## src/rtl/pfc_pkg.sv

```systemverilog
package pfc_pkg;

  // Debounced paper state codes
  typedef logic [1:0] paper_state_t;
  localparam paper_state_t ST_IDLE      = 2'd0;
  localparam paper_state_t ST_NO_PAPER  = 2'd1;
  localparam paper_state_t ST_HAS_PAPER = 2'd2;

  // Configuration register indexes
  localparam int unsigned CFG_IDX_W = 1;
  typedef logic [CFG_IDX_W-1:0] cfg_idx_t;
  localparam cfg_idx_t REG_DEBOUNCE_LIMIT = 1'b0;
  localparam cfg_idx_t REG_RUN_TICKS      = 1'b1;

  localparam int unsigned CNT_W = 16;
  typedef logic [CNT_W-1:0] cnt_t;

  localparam cnt_t DEBOUNCE_LIMIT_RST = 16'd10;
  localparam cnt_t RUN_TICKS_RST      = 16'd100;
  localparam cnt_t CNT_MAX            = 16'hFFFF;

  // Configuration as seen by the datapath
  typedef struct packed {
    cnt_t debounce_limit;
    cnt_t run_ticks;
  } pfc_cfg_t;

endpackage

```

## src/rtl/pfc_debounce.sv

```systemverilog
module pfc_debounce (
  input  logic                  clk,
  input  logic                  rst_n,
  input  logic                  step,
  input  logic                  level,
  input  pfc_pkg::pfc_cfg_t     cfg,
  output pfc_pkg::paper_state_t state_nxt
);

  pfc_pkg::cnt_t         low_cnt_r, low_cnt_nxt;
  pfc_pkg::cnt_t         high_cnt_r, high_cnt_nxt;
  pfc_pkg::paper_state_t state_r;

  // Count the run of equal samples; fire and clear once past the limit
  always_comb begin
    low_cnt_nxt  = low_cnt_r;
    high_cnt_nxt = high_cnt_r;
    state_nxt    = state_r;
    if (!level) begin
      high_cnt_nxt = '0;
      if (low_cnt_r >= cfg.debounce_limit) begin
        low_cnt_nxt = '0;
        state_nxt   = pfc_pkg::ST_NO_PAPER;
      end else begin
        low_cnt_nxt = low_cnt_r + 1'b1;
      end
    end else begin
      low_cnt_nxt = '0;
      if (high_cnt_r >= cfg.debounce_limit) begin
        high_cnt_nxt = '0;
        state_nxt    = pfc_pkg::ST_HAS_PAPER;
      end else begin
        high_cnt_nxt = high_cnt_r + 1'b1;
      end
    end
  end

  // Advance only when a sample word is consumed
  always_ff @(posedge clk) begin
    if (!rst_n) begin
      low_cnt_r  <= '0;
      high_cnt_r <= '0;
      state_r    <= pfc_pkg::ST_IDLE;
    end else if (step) begin
      low_cnt_r  <= low_cnt_nxt;
      high_cnt_r <= high_cnt_nxt;
      state_r    <= state_nxt;
    end
  end

  a_one_run_active: assert property (@(posedge clk) disable iff (!rst_n)
    !((low_cnt_r != '0) && (high_cnt_r != '0)))
    else $error("low and high run counters both non-zero");

  a_no_idle_after_fire: assert property (@(posedge clk) disable iff (!rst_n)
    (state_r != pfc_pkg::ST_IDLE) |=> (state_r != pfc_pkg::ST_IDLE))
    else $error("debounced state fell back to idle");

endmodule

```

## src/rtl/pfc_feed.sv

```systemverilog
module pfc_feed (
  input  logic                  clk,
  input  logic                  rst_n,
  input  logic                  step,
  input  pfc_pkg::paper_state_t state_nxt,
  input  pfc_pkg::pfc_cfg_t     cfg,
  output logic                  motor_nxt
);

  logic          started_r, started_nxt;
  logic          finished_r, finished_nxt;
  logic          armed_r, armed_nxt;
  logic          motor_r;
  pfc_pkg::cnt_t timer_r, timer_nxt;
  pfc_pkg::cnt_t timer_base;

  // Start a feed on no-paper; on has-paper run the timer and stop the motor once it reaches the run time
  always_comb begin
    started_nxt  = started_r;
    finished_nxt = finished_r;
    armed_nxt    = armed_r;
    motor_nxt    = motor_r;
    timer_nxt    = timer_r;
    timer_base   = armed_r ? timer_r : '0;
    case (state_nxt)
      pfc_pkg::ST_NO_PAPER: begin
        if (!started_r) begin
          started_nxt  = 1'b1;
          finished_nxt = 1'b0;
          armed_nxt    = 1'b0;
          motor_nxt    = 1'b1;
        end
      end
      pfc_pkg::ST_HAS_PAPER: begin
        armed_nxt = 1'b1;
        timer_nxt = (timer_base != pfc_pkg::CNT_MAX) ? timer_base + 1'b1 : timer_base;
        if ((timer_nxt >= cfg.run_ticks) && !finished_r) begin
          started_nxt  = 1'b0;
          finished_nxt = 1'b1;
          motor_nxt    = 1'b0;
        end
      end
      default: begin
      end
    endcase
  end

  always_ff @(posedge clk) begin
    if (!rst_n) begin
      started_r  <= 1'b0;
      finished_r <= 1'b0;
      armed_r    <= 1'b0;
      motor_r    <= 1'b0;
      timer_r    <= '0;
    end else if (step) begin
      started_r  <= started_nxt;
      finished_r <= finished_nxt;
      armed_r    <= armed_nxt;
      motor_r    <= motor_nxt;
      timer_r    <= timer_nxt;
    end
  end

  a_motor_tracks_feed: assert property (@(posedge clk) disable iff (!rst_n)
    motor_r == started_r)
    else $error("motor drive out of step with feed state");

  a_finish_needs_timer: assert property (@(posedge clk) disable iff (!rst_n)
    finished_r |-> armed_r)
    else $error("feed finished without an armed timer");

endmodule

```

## src/rtl/paper_feed_controller.sv

```systemverilog
// Paper feed controller: takes one sensor sample word per tick and returns one result
// word (motor drive and debounced paper state) per sample. A new sample can be taken
// every cycle while the result side is not stalled; the sample is accepted into the input
// register, and the single update stage then moves it into the result register, which
// offers it. A stalled result side holds both registers.
// The state update is one pass through the run counters, the debounced state and the
// feed timer. Configuration writes take effect at once and must only be made while no
// sample is in flight.
module paper_feed_controller (
  input  logic                  clk,
  input  logic                  rst_n,
  input  logic                  in_valid,
  output logic                  in_ready,
  input  logic                  in_sensor_level,
  output logic                  out_valid,
  input  logic                  out_ready,
  output logic                  out_motor_forward,
  output logic [1:0]            out_paper_state,
  input  logic                  cfg_we,
  input  pfc_pkg::cfg_idx_t     cfg_index,
  input  pfc_pkg::cnt_t         cfg_wdata
);

  pfc_pkg::pfc_cfg_t     cfg_r;
  logic                  smp_vld_r;
  logic                  smp_lvl_r;
  logic                  res_vld_r;
  logic                  res_motor_r;
  pfc_pkg::paper_state_t res_state_r;
  logic                  res_free;
  logic                  step;
  pfc_pkg::paper_state_t state_nxt;
  logic                  motor_nxt;

  // Configuration registers
  always_ff @(posedge clk) begin
    if (!rst_n) begin
      cfg_r.debounce_limit <= pfc_pkg::DEBOUNCE_LIMIT_RST;
      cfg_r.run_ticks      <= pfc_pkg::RUN_TICKS_RST;
    end else if (cfg_we) begin
      case (cfg_index)
        pfc_pkg::REG_DEBOUNCE_LIMIT: cfg_r.debounce_limit <= cfg_wdata;
        pfc_pkg::REG_RUN_TICKS:      cfg_r.run_ticks      <= cfg_wdata;
        default: begin
        end
      endcase
    end
  end

  // Pipeline handshake: result slot frees when empty or being taken
  assign res_free = !res_vld_r || out_ready;
  assign step     = smp_vld_r && res_free;
  assign in_ready = !smp_vld_r || res_free;

  // Input register: hold the sample word until the update stage takes it
  always_ff @(posedge clk) begin
    if (!rst_n) begin
      smp_vld_r <= 1'b0;
    end else if (in_ready) begin
      smp_vld_r <= in_valid;
    end
  end

  always_ff @(posedge clk) begin
    if (in_valid && in_ready) begin
      smp_lvl_r <= in_sensor_level;
    end
  end

  pfc_debounce u_debounce (
    .clk       (clk),
    .rst_n     (rst_n),
    .step      (step),
    .level     (smp_lvl_r),
    .cfg       (cfg_r),
    .state_nxt (state_nxt)
  );

  pfc_feed u_feed (
    .clk       (clk),
    .rst_n     (rst_n),
    .step      (step),
    .state_nxt (state_nxt),
    .cfg       (cfg_r),
    .motor_nxt (motor_nxt)
  );

  // Result register: load on update, drop once taken
  always_ff @(posedge clk) begin
    if (!rst_n) begin
      res_vld_r <= 1'b0;
    end else if (res_free) begin
      res_vld_r <= smp_vld_r;
    end
  end

  always_ff @(posedge clk) begin
    if (step) begin
      res_motor_r <= motor_nxt;
      res_state_r <= state_nxt;
    end
  end

  assign out_valid         = res_vld_r;
  assign out_motor_forward = res_motor_r;
  assign out_paper_state   = res_state_r;

  a_state_code_legal: assert property (@(posedge clk) disable iff (!rst_n)
    res_vld_r |-> (res_state_r != 2'd3))
    else $error("result carries an unused paper state code");

  a_step_fills_result: assert property (@(posedge clk) disable iff (!rst_n)
    step |=> res_vld_r)
    else $error("update stage fired but result register is empty");

endmodule

```

## config.mk

```make
export PLATFORM = sky130hd
export DESIGN_NAME = paper_feed_controller
export DESIGN_NICKNAME = d
export VERILOG_FILES = /design/src/rtl/pfc_pkg.sv /design/src/rtl/pfc_debounce.sv /design/src/rtl/pfc_feed.sv /design/src/rtl/paper_feed_controller.sv
export SDC_FILE = /design/constraint.sdc
export NUM_CORES = 1
export LEC_CHECK = 0
export BUFFER_PORTS_ARGS = -buffer_cell sky130_fd_sc_hd__buf_4
export CAP_MARGIN = 10
export CORE_MARGIN = 2
export CORE_UTILIZATION = 45
export CTS_BUF_LIST = sky130_fd_sc_hd__clkbuf_8
export CTS_CLUSTER_DIAMETER = 200
export CTS_CLUSTER_SIZE = 24
export DETAILED_ROUTE_END_ITERATION = 6
export PLACE_DENSITY_LB_ADDON = 0.15
export SETUP_SLACK_MARGIN = 0.4
export SLEW_MARGIN = 20
export SYNTH_ARGS = -nofsm -noshare
export SYNTH_HDL_FRONTEND = slang
export SYNTH_SLANG_ARGS = --single-unit
```

## constraint.sdc

```tcl
create_clock -name clk -period 4.4 [get_ports clk]
set_input_delay 0.22 -clock clk [delete_from_list [all_inputs] [get_ports clk]]
set_output_delay 0.22 -clock clk [all_outputs]
set_load 0.02 [all_outputs]
```

==> results.md <==
- Max-Cap Viols: 0
- Startpoint types: register
- Number of global-route vias before repair: 4746
- Final setup viols: 0
- Synth Flop Type: dfxtp_1
- Clock Skew: between 0.01 and 0.015 ns
- Iter 0 DRT Violations: ~290
- VDD IR max: ~0.13 mV
- Yosys reg bits: between 90 and 100
- Seq pwr share: 0.519
- Vias: 5050
- Static Leak: approximately 2.4 nW
- Skew-Pair Late Insertion Delay: 0.38 ns
- Internal: between 1 and 1.5 mW
- Die area: between 10000 and 15000 sq um
- Sequential area share after synthesis: 0.333
- Register area: 1880 sq um
- Syn nets: 788
- Number of max-slew violations in the final report: 0
- Wirelength per Cell: 15.4 um
- RSZ-0062 raised after global routing: false
- Nets@finish: roughly 800
- Netlist cell types: 64
- DR pass1 iterations: 6
- Final WL: approximately 14000 um
- Post-layout min period: about 3.7 ns
- Yosys warns: 0
- Relative slew margins: 0.354
- Crit end category: register
- Placer Congestion: 0.867
- GRT Util Overall: 0.217
- Die X: 116 um
- Mapped Cells: 712
- Starting density of the core: 0.465
- Final core occ: 0.510
- Number of synthesized flops with an enable pin: 4
- Clock Path Buffers: 2
- Critical path type: register to register
- CTS buffer count: 9
- Total grt overflow: 0
- Worst-path clk slew: 0.09 ns
- Async SR Flop Fraction: 0
- Largest net degree at the start of global routing: 47
- CTS root buf: clkbuf_8
- Type of the tightest min-delay check: input port to register
- Arr. time, crit path: 3.94 ns
- Layout cells sized above 1: 0.0880
- Actual slew at the worst max-slew pin: 0.965 ns
- Final Cycle Share: 0.846
- Power per standard cell area: approximately 270 nW/um^2
- Area occupied by multi-input gates: 3460 sq um
- NetSw: 438 uW
- # fillers: between 1k and 1.5k
- I/O pin total: 28
- Initial antenna violation count: 0
- Clock group share of total power: 0.389
- Area Overhead vs Synth: 9.69%
- Comb pwr share: 0.091
- Num rows: 40
- Crit Path Max Fanout: 5
- Req. time, crit path: 4.62 ns
- TritonCTS clock tree: yes
- First-pass GRT wire length: 23000 um
- H-tree depth: 3
- Status: finished, final reports clean
- Core area: 12200 sq um
- Total Neg Setup Slack: 0 ns
- Port Buffers: 27
- Final Hold Viols: 0
- Setup Fix Bufs, Post-CTS: 0
- CTS sink cnt: 92
- Synth Cell Area: 5650 sq um
- Sw Ratio: 0.262
- Drt drc: 0
- Vias per std cell: 5.64
- Mean cell area of the mapped netlist: 7.94 sq um
- Antenna-violating nets left: 0
- Post-detail-place hpwl: 10300 um
- Fmax: 269 MHz
- Die H: around 120 um
- N_diodes: 0
stage by stage:
step	power (mW)	hold slack, ns	instances	cell area [sq um]	setup slack [ns]
3_5_place_dp	1.04	0.404	879	5970	0.639
6_report	1.67	0.0260	895	6200	0.680
3_3_place_gp	1.04	0.402	879	5970	0.730
2_1_floorplan	0.984	0.319	712	5650	0.960
5_1_grt	1.75	0.00352	895	6200	0.437
4_1_cts	1.70	0.00249	895	6190	0.615
layer usage:
metal / up-vias / wire length [um] / GRT usage / part of all wire
met5: - / 0 / 0 / 0
met4: 0 / 398 / 0.0881 / 0.029
met3: 28 / 351 / 0.0301 / 0.025
met2: 80 / 6850 / 0.384 / 0.50
met1: 2373 / 6230 / 0.266 / 0.45
li1: 2569 / - / - / -
timing repair:
action	4_1_cts	5_1_grt
hold endpoints to repair	0	0
hold buffers	0	0
setup endpoints to repair	0	1
gates resized for setup	0	1
path summary, 6_finish.rpt:
kind	from	endpoint	slack (ns)	cells past startpoint
worst max-delay path	u_feed.armed_r	u_feed.started_r	0.68	15
worst min-delay path	in_sensor_level	smp_lvl_r	0.03	1
worst max register to register	u_feed.armed_r	u_feed.started_r	0.68	15
worst min register to register	cfg_r[26]	cfg_r[26]	0.46	2
sequential cells by signal, summed over array words and instances (netlist names):
signal                 flops
u_debounce.high_cnt_r     16
u_feed.timer_r            16
u_feed.finished_r          1
u_debounce.low_cnt_r      16
u_debounce.state_r         2
u_feed.started_r           1
smp_lvl_r                  1
cfg_r                     32
out_motor_forward          1
out_paper_state            2
u_feed.motor_r             1
out_valid                  1
u_feed.armed_r             1
smp_vld_r                  1
kinds of logic (layout without fill, tap and decap cells):
| logic type | after synthesis | after routing | share of synthesized area |
|---|---|---|---|
| mux | 11 | 11 | 0.0199 |
| xor+xnor | 15 | 15 | 0.0232 |
| flops | 92 | 92 | 0.333 |
| simple gates | 289 | 289 | 0.249 |
| fa+ha+maj | 53 | 53 | 0.117 |
| compound gates | 172 | 172 | 0.202 |
| buf+inv | 80 | 95 | 0.0560 |
layout make-up:
class                           count  share of cell area
Clock buffer                        9              0.0200
Clock inverter                      7              0.0163
Inverter                           46              0.0278
Multi-Input combinational cell    540               0.559
Sequential cell                    92               0.303
Tap cell                          168              0.0339
Timing Repair Buffer               33              0.0399
worst max-delay path, stage by stage (launching register included):
cell and delay, ns:
dfxtp_1 0.38, and2_1 0.18, ha_1 0.25, nand2_1 0.13, nor3_4 0.27, nand2_1 0.16, nor2_1 0.22, xor2_1 0.09
and2_1 0.16, ha_1 0.29, nand4_1 0.09, or4_1 0.51, o32ai_1 0.38, a211oi_1 0.10, o41ai_1 0.26, a21oi_1 0.12
cells in the mapped netlist, types with 4 or more instances:
library cell / instances / share of area
a211oi_1: 8 / 0.011
inv_1: 45 / 0.030
and3_1: 8 / 0.0089
nor2_1: 30 / 0.020
a21oi_1: 60 / 0.053
xor2_1: 8 / 0.012
nor2b_1: 6 / 0.0066
buf_1: 7 / 0.0046
nand3_1: 29 / 0.026
xnor2_1: 7 / 0.011
ha_1: 53 / 0.12
or3_1: 5 / 0.0055
edfxtp_1: 4 / 0.021
a22o_1: 10 / 0.015
a221o_1: 4 / 0.0071
nand4_1: 13 / 0.014
dfxtp_1: 88 / 0.31
nand2_1: 129 / 0.086
clkbuf_1: 19 / 0.013
and4_1: 4 / 0.0062
o21ai_0: 20 / 0.018
nand2b_1: 6 / 0.0066
mux2i_1: 9 / 0.016
a21o_1: 8 / 0.011
o211ai_1: 13 / 0.017
o21a_1: 8 / 0.011
and2_1: 14 / 0.015
buf_2: 7 / 0.0062
nor3_1: 18 / 0.016
nor4_1: 9 / 0.010
o31ai_1: 8 / 0.011
or4_1: 5 / 0.0066
placed cells by master (no fill, tap or decap), types with 7 or more instances in the layout:
| master | n |
|---|---|
| o21a_1 | 8 |
| o31ai_1 | 8 |
| ha_1 | 53 |
| nand4_1 | 13 |
| a21oi_1 | 60 |
| nor2_1 | 30 |
| nand2_1 | 129 |
| and2_1 | 14 |
| clkbuf_8 | 9 |
| xor2_1 | 8 |
| nor3_1 | 18 |
| mux2i_1 | 9 |
| o21ai_0 | 19 |
| buf_4 | 33 |
| a211oi_1 | 8 |
| a22o_1 | 10 |
| dfxtp_1 | 88 |
| nand3_1 | 29 |
| inv_1 | 45 |
| nor4_1 | 9 |
| xnor2_1 | 7 |
| a21o_1 | 8 |
| o211ai_1 | 13 |
| and3_1 | 8 |
power by group through the flow:
stage / combinational (mW) / sequential [mW] / clock (mW)
finish: 0.153 / 0.868 / 0.651
CTS: 0.154 / 0.868 / 0.674
global placement: 0.150 / 0.887 / 0
global route: 0.173 / 0.871 / 0.703
detailed placement: 0.153 / 0.888 / 0
floorplan: 0.0978 / 0.886 / 0
Power figures use the tool's default switching activity.
